==> config.mk <==
export PLATFORM = sky130hd
export DESIGN_NAME = double_ended_queue_flat
export DESIGN_NICKNAME = d
export VERILOG_FILES = /design/src/sv/deq_pkg.sv /design/src/sv/deq_if.sv /design/src/sv/deq_ram.sv /design/src/sv/deq_ctrl.sv /design/src/sv/deq_dp.sv /design/src/sv/double_ended_queue.sv /design/src/flat_wrapper.sv
export VERILOG_INCLUDE_DIRS = /design/src /design/src/sv
export SDC_FILE = /design/constraint.sdc
export NUM_CORES = 1
export LEC_CHECK = 0
export BUFFER_PORTS_ARGS = -buffer_cell sky130_fd_sc_hd__clkbuf_2
export CELL_PAD_IN_SITES_DETAIL_PLACEMENT = 1
export CELL_PAD_IN_SITES_GLOBAL_PLACEMENT = 2
export CORE_MARGIN = 1.5
export CORE_UTILIZATION = 40
export CTS_CLUSTER_DIAMETER = 40
export DETAILED_ROUTE_END_ITERATION = 8
export PLACE_DENSITY = 0.73
export SKIP_CTS_REPAIR_TIMING = 1
export SLEW_MARGIN = 20
export SYNTH_ARGS = -nofsm -noshare
export SYNTH_HDL_FRONTEND = slang
export SYNTH_HIERARCHICAL = 1
export SYNTH_SLANG_ARGS = --single-unit
==> constraint.sdc <==
create_clock -name clk -period 6.6 [get_ports clk]
set_input_delay 0.66 -clock clk [delete_from_list [all_inputs] [get_ports clk]]
set_output_delay 0.66 -clock clk [all_outputs]
set_load 0.005 [all_outputs]
==> src/sv/assert_macros.svh <==
// ----------------------------------------------------------------------------
// Assertion macros
// Concurrent assertion wrappers shared by the RTL. They expect clk and rst in scope.
// ----------------------------------------------------------------------------
`ifndef ASSERT_MACROS_SVH
`define ASSERT_MACROS_SVH

// Checked on every rising clock edge, suspended while reset is high.
`define DEQ_ASSERT(lbl, prop, msg) \
  lbl: assert property (@(posedge clk) disable iff (rst) prop) else $error(msg);

// Checked on every rising clock edge, reset included.
`define DEQ_ASSERT_ALWAYS(lbl, prop, msg) \
  lbl: assert property (@(posedge clk) prop) else $error(msg);

`endif

==> src/sv/deq_pkg.sv <==
// ----------------------------------------------------------------------------
// deq_pkg
// Widths, request codes and status codes of the double-ended queue.
// ----------------------------------------------------------------------------
`timescale 1ns / 1ps

package deq_pkg;

  localparam int DEPTH_DEF = 16;
  localparam int WORD_W    = 32;
  localparam int REQ_W     = 2;
  localparam int STATUS_W  = 2;
  localparam int OCC_W     = 5;

  typedef enum logic [REQ_W-1:0] {
    REQ_PUSH_BACK  = 2'd0,
    REQ_PUSH_FRONT = 2'd1,
    REQ_POP_FRONT  = 2'd2,
    REQ_POP_BACK   = 2'd3
  } req_t;

  typedef enum logic [STATUS_W-1:0] {
    ST_DONE  = 2'd0,
    ST_EMPTY = 2'd1,
    ST_FULL  = 2'd2
  } status_t;

  // Controller to datapath.
  typedef struct packed {
    logic load;     // take the request on the input channel
    logic capture;  // latch the slot word returned by the RAM
  } deq_cmd_t;

  // Datapath to controller.
  typedef struct packed {
    logic needs_read;  // the pending request is a pop on a non-empty queue
  } deq_sts_t;

endpackage

==> src/sv/deq_if.sv <==
// ----------------------------------------------------------------------------
// deq_if
// Valid/ready channels for requests and results.
// ----------------------------------------------------------------------------
`timescale 1ns / 1ps

interface deq_req_if import deq_pkg::*; ();
  logic                     valid;
  logic                     ready;
  logic [REQ_W-1:0]         req_type;
  logic signed [WORD_W-1:0] push_value;

  modport source (output valid, output req_type, output push_value, input ready);
  modport sink   (input valid, input req_type, input push_value, output ready);
endinterface

interface deq_rsp_if import deq_pkg::*; ();
  logic                     valid;
  logic                     ready;
  logic signed [WORD_W-1:0] pop_value;
  logic [STATUS_W-1:0]      status;
  logic [OCC_W-1:0]         occupancy;

  modport source (output valid, output pop_value, output status, output occupancy,
                  input ready);
  modport sink   (input valid, input pop_value, input status, input occupancy,
                  output ready);
endinterface

==> src/sv/deq_ram.sv <==
// ----------------------------------------------------------------------------
// deq_ram
// Generic single-write, single-read RAM with registered read data.
// ----------------------------------------------------------------------------
`timescale 1ns / 1ps

module deq_ram #(
  parameter int WIDTH = 32,
  parameter int DEPTH = 16
) (
  input  logic                     clk,
  input  logic                     we,
  input  logic [$clog2(DEPTH)-1:0] waddr,
  input  logic [WIDTH-1:0]         wdata,
  input  logic                     re,
  input  logic [$clog2(DEPTH)-1:0] raddr,
  output logic [WIDTH-1:0]         rdata
);

  logic [WIDTH-1:0] mem [DEPTH];

  always_ff @(posedge clk) begin
    if (we) begin
      mem[waddr] <= wdata;
    end
    if (re) begin
      rdata <= mem[raddr];
    end
  end

endmodule

==> src/sv/deq_ctrl.sv <==
// ----------------------------------------------------------------------------
// deq_ctrl
// Request sequencer: take a request, wait on the slot read, hold the result.
// ----------------------------------------------------------------------------
`timescale 1ns / 1ps

module deq_ctrl import deq_pkg::*; (
  input  logic     clk,
  input  logic     rst,
  input  logic     in_valid,
  output logic     in_ready,
  output logic     out_valid,
  input  logic     out_ready,
  input  deq_sts_t sts,
  output deq_cmd_t cmd
);

  typedef enum logic [2:0] {
    S_IDLE = 3'b001,
    S_READ = 3'b010,
    S_OUT  = 3'b100
  } state_t;

  state_t state, state_next;
  logic   take;

  // Free when idle, or when the held result transfers in this cycle.
  assign in_ready  = (state == S_IDLE) || ((state == S_OUT) && out_ready);
  assign out_valid = (state == S_OUT);
  assign take      = in_valid && in_ready;

  assign cmd.load    = take;
  assign cmd.capture = (state == S_READ);

  always_comb begin
    state_next = state;
    case (state)
      S_IDLE: begin
        if (take) begin
          state_next = sts.needs_read ? S_READ : S_OUT;
        end
      end
      S_READ: begin
        state_next = S_OUT;
      end
      S_OUT: begin
        if (take) begin
          state_next = sts.needs_read ? S_READ : S_OUT;
        end else if (out_ready) begin
          state_next = S_IDLE;
        end
      end
      default: begin
        state_next = S_IDLE;
      end
    endcase
  end

  always_ff @(posedge clk) begin
    if (rst) begin
      state <= S_IDLE;
    end else begin
      state <= state_next;
    end
  end

endmodule

==> src/sv/deq_dp.sv <==
// ----------------------------------------------------------------------------
// deq_dp
// Ring pointers, fill count, slot RAM and the result register.
// ----------------------------------------------------------------------------
`timescale 1ns / 1ps

module deq_dp import deq_pkg::*; #(
  parameter int DEPTH = DEPTH_DEF
) (
  input  logic                     clk,
  input  logic                     rst,
  input  deq_cmd_t                 cmd,
  output deq_sts_t                 sts,
  input  logic [REQ_W-1:0]         req_type,
  input  logic signed [WORD_W-1:0] push_value,
  output logic signed [WORD_W-1:0] pop_value,
  output logic [STATUS_W-1:0]      status,
  output logic [OCC_W-1:0]         occupancy
);

  localparam int AW = $clog2(DEPTH);
  localparam int CW = $clog2(DEPTH + 1);
  localparam int SW = AW + 1;

  logic [AW-1:0]       head, head_next, head_inc, head_dec, back_pos;
  logic [CW-1:0]       count, count_next, back_off;
  logic [SW-1:0]       back_sum;
  logic                full, empty, is_pop;
  logic [STATUS_W-1:0] status_next;
  logic                ram_we, ram_re;
  logic [AW-1:0]       ram_waddr, ram_raddr;
  logic [WORD_W-1:0]   ram_rdata;

  assign full   = (count == CW'(DEPTH));
  assign empty  = (count == '0);
  assign is_pop = (req_type == REQ_POP_FRONT) || (req_type == REQ_POP_BACK);

  assign sts.needs_read = is_pop && !empty;

  // Back slot: head + count for a push, head + count - 1 for a back pop, wrapped once.
  assign back_off = (req_type == REQ_POP_BACK) ? count - 1'b1 : count;
  assign back_sum = SW'(head) + SW'(back_off);
  assign back_pos = (back_sum >= SW'(DEPTH)) ? AW'(back_sum - SW'(DEPTH)) : AW'(back_sum);

  assign head_inc = (head == AW'(DEPTH - 1)) ? '0 : head + 1'b1;
  assign head_dec = (head == '0) ? AW'(DEPTH - 1) : head - 1'b1;

  always_comb begin
    head_next   = head;
    count_next  = count;
    status_next = ST_DONE;
    ram_we      = 1'b0;
    ram_re      = 1'b0;
    ram_waddr   = back_pos;
    ram_raddr   = back_pos;
    case (req_type)
      REQ_PUSH_BACK: begin
        if (full) begin
          status_next = ST_FULL;
        end else begin
          ram_we     = cmd.load;
          count_next = count + 1'b1;
        end
      end
      REQ_PUSH_FRONT: begin
        if (full) begin
          status_next = ST_FULL;
        end else begin
          ram_we     = cmd.load;
          ram_waddr  = head_dec;
          head_next  = head_dec;
          count_next = count + 1'b1;
        end
      end
      REQ_POP_FRONT: begin
        if (empty) begin
          status_next = ST_EMPTY;
        end else begin
          ram_re     = cmd.load;
          ram_raddr  = head;
          head_next  = head_inc;
          count_next = count - 1'b1;
        end
      end
      REQ_POP_BACK: begin
        if (empty) begin
          status_next = ST_EMPTY;
        end else begin
          ram_re     = cmd.load;
          count_next = count - 1'b1;
        end
      end
      default: begin
        status_next = ST_DONE;
      end
    endcase
  end

  always_ff @(posedge clk) begin
    if (rst) begin
      head  <= '0;
      count <= '0;
    end else if (cmd.load) begin
      head  <= head_next;
      count <= count_next;
    end
  end

  // Result register: zero word on load, slot word dropped in on capture.
  always_ff @(posedge clk) begin
    if (cmd.load) begin
      pop_value <= '0;
      status    <= status_next;
      occupancy <= OCC_W'(count_next);
    end else if (cmd.capture) begin
      pop_value <= ram_rdata;
    end
  end

  deq_ram #(
    .WIDTH (WORD_W),
    .DEPTH (DEPTH)
  ) u_slots (
    .clk   (clk),
    .we    (ram_we),
    .waddr (ram_waddr),
    .wdata (push_value),
    .re    (ram_re),
    .raddr (ram_raddr),
    .rdata (ram_rdata)
  );

endmodule

==> src/sv/double_ended_queue.sv <==
// ----------------------------------------------------------------------------
// double_ended_queue
// Bounded deque of signed 32-bit words in a ring of DEPTH slots.
// ----------------------------------------------------------------------------
//  channel | dir | payload                          | role
//  --------+-----+----------------------------------+---------------------------
//  req     | in  | req_type, push_value             | push/pop request
//  rsp     | out | pop_value, status, occupancy     | one result per request
//
//  A push or a refused pop is answered in the cycle after its transfer; a
//  successful pop passes the read state, where the registered slot RAM read
//  is captured. A new request transfers when the block is idle or in the
//  cycle its result transfers, so none is taken in a pop's read. Synchronous
//  reset clears head, fill count and sequencer state; slots are never cleared
//  and need no sweep. A stalled result holds the request channel off.
// ----------------------------------------------------------------------------
`timescale 1ns / 1ps

module double_ended_queue import deq_pkg::*; #(
  parameter int DEPTH = DEPTH_DEF
) (
  input  logic      clk,
  input  logic      rst,
  deq_req_if.sink   req,
  deq_rsp_if.source rsp
);

`include "assert_macros.svh"

  deq_cmd_t cmd;
  deq_sts_t sts;

  // Shorthands for the checks at the end.
  logic req_xfer;
  logic req_is_push;
  logic rsp_empty;
  logic rsp_full;
  logic rsp_no_word;

  // Sequencer: owns the handshakes and tells the datapath when to act.
  deq_ctrl u_ctrl (
    .clk       (clk),
    .rst       (rst),
    .in_valid  (req.valid),
    .in_ready  (req.ready),
    .out_valid (rsp.valid),
    .out_ready (rsp.ready),
    .sts       (sts),
    .cmd       (cmd)
  );

  // Datapath: pointer update and slot write happen in the transfer cycle,
  // a popped word goes through the RAM read register to the result register.
  deq_dp #(
    .DEPTH (DEPTH)
  ) u_dp (
    .clk        (clk),
    .rst        (rst),
    .cmd        (cmd),
    .sts        (sts),
    .req_type   (req.req_type),
    .push_value (req.push_value),
    .pop_value  (rsp.pop_value),
    .status     (rsp.status),
    .occupancy  (rsp.occupancy)
  );

  assign req_xfer    = req.valid && req.ready;
  assign req_is_push = (req.req_type == REQ_PUSH_BACK) || (req.req_type == REQ_PUSH_FRONT);
  assign rsp_empty   = rsp.valid && (rsp.status == ST_EMPTY);
  assign rsp_full    = rsp.valid && (rsp.status == ST_FULL);
  assign rsp_no_word = (rsp.pop_value == '0);

  // A push is answered in the very next cycle.
  `DEQ_ASSERT(a_push_one_cycle, (req_xfer && req_is_push) |=> rsp.valid, "push result late")

  // Hold requests off while a result is stalled.
  `DEQ_ASSERT(a_stall_blocks, (rsp.valid && !rsp.ready) |-> !req.ready, "request over stall")

  // An empty report leaves the queue empty and returns no word.
  `DEQ_ASSERT(a_empty_result, rsp_empty |-> (rsp_no_word && rsp.occupancy == '0), "bad empty")

  // A refused push returns no word.
  `DEQ_ASSERT(a_full_result, rsp_full |-> rsp_no_word, "bad full result")

endmodule
==> src/flat_wrapper.sv <==
// flat-port wrapper written by rule: the top's interface ports become plain ports
module double_ended_queue_flat import deq_pkg::*;
#(
  parameter int DEPTH = DEPTH_DEF
)
  (clk, rst, req_valid, req_req_type, req_push_value, req_ready, rsp_valid, rsp_pop_value, rsp_status, rsp_occupancy, rsp_ready);
  deq_req_if req_i ();
  deq_rsp_if rsp_i ();
  input  logic clk;
  input  logic rst;
  input wire logic [$bits(req_i.valid)-1:0] req_valid;
  input wire logic [$bits(req_i.req_type)-1:0] req_req_type;
  input wire logic [$bits(req_i.push_value)-1:0] req_push_value;
  output wire logic [$bits(req_i.ready)-1:0] req_ready;
  output wire logic [$bits(rsp_i.valid)-1:0] rsp_valid;
  output wire logic [$bits(rsp_i.pop_value)-1:0] rsp_pop_value;
  output wire logic [$bits(rsp_i.status)-1:0] rsp_status;
  output wire logic [$bits(rsp_i.occupancy)-1:0] rsp_occupancy;
  input wire logic [$bits(rsp_i.ready)-1:0] rsp_ready;
  assign req_i.valid = req_valid;
  assign req_i.req_type = req_req_type;
  assign req_i.push_value = req_push_value;
  assign req_ready = req_i.ready;
  assign rsp_valid = rsp_i.valid;
  assign rsp_pop_value = rsp_i.pop_value;
  assign rsp_status = rsp_i.status;
  assign rsp_occupancy = rsp_i.occupancy;
  assign rsp_i.ready = rsp_ready;
  double_ended_queue #(.DEPTH(DEPTH)) u_core (.clk(clk), .rst(rst), .req(req_i), .rsp(rsp_i));
endmodule
==> results.tsv <==
metric	value	unit
status	completed	
cts_buffer_depth	3	
crit_required	6880	ps
worstMarginPinSlew	1141	ps
synth.area.top_cells	edfxtp_1 (72%), mux4_2 (13%), dfxtp_1 (3.9%)	
gp_congestion	0.7491	
hold_depth	2	
h-tree-depth	3	
via_count	11310	
critical_path.startpoint_type	flip-flop	
relSlewSlack	23.77	%
dieWidth	242.1	um
initial_core_util	40.47	%
grt_max_degree	84	
clock_sinks	595	
synth_cells	1134	
cap_violations	0	
path_class	reg -> reg	
drtAntennaViolNets	0	
leakage	8.910	nW
synthDominantCellAreaShare	72.36	%
n_antenna_cell	0	
synthTopCellsByCount	edfxtp_1 (551), mux4_2 (128), a22oi_1 (65)	
yosysUniqueCellTypes	59	
track_usage	17.63	%
fillers	5115	
antenna_found_initial	0	
area_growth	19.88	%
insertion_delay	620	ps
finalSetupViolations	0	
path_clk_slew	50	ps
synth_edf_count	551	
crit_fanout	17	
wl_per_cell	24.03	um
r2r_cells	9	
synth_most_common_cell	edfxtp_1	
hp-class	in -> reg	
yosysWarnings	6	
pin_count	79	
hold_viol	0	
power.density	400.6	nW/um^2
drive_above_1_share	31.12	%
dp_hpwl	28220	um
die_y	242.1	um
clockRootBuffer	clkbuf_16	
final.min_clock_period	4240	ps
end_kind	flip-flop	
vdd_drop_max	0.2126	mV
drt_iter0_markers	716	
ys_seq_area_share	76.21	%
dieArea	58610	um^2
skew	29.55	ps
cts_buffers	88	
rsz0062_at_grt	false	
drc_errors	0	
drv_slew	0	
cts_tree	yes	
setup_ws	2360	ps
first_global_vias	12460	
grt_pass1_wl	77640	um
crit_arrival	4520	ps
power	10.98	mW
wirelength	50370	um
synth_top_cell_by_area	edfxtp_1	
avgSynthCellArea	20.16	um^2
post-route-period-util	64.25	%
fmax	235.8	MHz
viasPerCell	5.396	
place_ws	2092	ps
core_area	56500	um^2
syn-cell-area	22870	um^2
async_reset_ff_share	0	%
synth-seq-cells	595	
port_buffers	78	
drtPass1Iterations	4	
grt_overflow	0	
rows	87	
finalSetupTns	0	ps
fin_nets	1317	
syn-num-nets	1186	
synth_ff_type	edfxtp_1	
final timing paths:
| path | from | endpoint | slack, ps |
|---|---|---|---|
| worst max-delay path | u_core/u_dp/count[0] | u_core/u_dp/u_slots/mem[9][5] | 2360 |
| worst max register to register | u_core/u_dp/count[0] | u_core/u_dp/u_slots/mem[9][5] | 2360 |
| worst min register to register | u_core/u_dp/u_slots/rdata[9] | u_core/u_dp/pop_value[9] | 490 |
| worst min-delay path | req_valid | u_core/u_ctrl/state[1] | 420 |
logic make-up (layout without fill, tap and decap cells):
logic type / after synthesis / count (layout) / share of synthesized area (%)
compound gates: 118 / 118 / 3.655
xor+xnor: 8 / 8 / 0.3064
fa+ha+maj: 14 / 14 / 0.7989
buf+inv: 71 / 277 / 1.384
flops: 595 / 595 / 76.21
mux: 166 / 166 / 14.28
simple gates: 162 / 162 / 3.360
per-layer routing:
layer | GRT usage, % | vias to the layer above | wire (um)
li1 | - | 4946 | -
met4 | 6.710 | 0 | 1336
met2 | 30.13 | 268 | 25570
met3 | 3.013 | 80 | 2158
met5 | 0 | - | 0
met1 | 22.55 | 6016 | 21300
worst max-delay path, cell delays in order (launching register included):
cell and delay [ps]:
dfxtp_1 540, inv_1 160, ha_1 380, a21oi_1 290, fa_1 500, nand2_1 80, o21ai_0 330, nand2b_1 490
nor2_4 720, buf_4 420
flip-flops by register name, summed over array words and instances, names as in the netlist:
name and cells:
u_core/u_dp/pop_value 32, u_core/u_dp/u_slots/rdata 32, u_core/u_dp/occupancy 5, u_core/u_dp/head 4, u_core/u_dp/status 2, u_core/u_dp/u_slots/mem 512, u_core/u_ctrl/state 3, u_core/u_dp/count 5
stage by stage:
step                std cells  util [%]  area [um^2]  hold slack (ps)
floorplan                1134         -        22870            456.3
global placement         1928     42.97        24280            462.0
detailed placement       1928     42.97        24280            475.3
CTS                      2093     48.37        27330            386.8
global route             2096     48.52        27410            427.1
finish                   2096     48.52        27410            421.8
placed cells by master, fill, tap and decap left out, drive strengths merged, types with 3 or more instances in the layout:
master / count
nand2: 47
nor4b: 3
xnor2: 7
and2: 4
buf: 25
nor2b: 5
nand3b: 3
bufinv: 10
clkinv: 29
clkbuf: 174
nand2b: 10
a22oi: 65
dfxtp: 44
o21ai: 17
mux4: 128
nor2: 62
mux2i: 36
nor3: 10
ha: 13
edfxtp: 551
a21oi: 14
inv: 27
and3: 4
a21o: 3
clkinvlp: 12
power by group:
part	switching (mW)	leakage [nW]	internal, mW	total (mW)
clock	1.80	1.46	2.93	4.73
sequential	0.0545	5.32	4.31	4.36
combinational	1.08	2.13	0.813	1.89
total	2.93	8.91	8.05	11.0
area by class of cell:
cell class                      instances  area [um^2]  area share [%]
Inverter                                9        33.78          0.1232
Multi-Input combinational cell        468         5290           19.30
Tap cell                              756        945.9           3.451
Timing Repair Buffer                  103        663.1           2.419
Sequential cell                       595        17430           63.57
Clock inverter                         69        798.3           2.912
Clock buffer                           96         2253           8.221
Power figures use the tool's default switching activity.
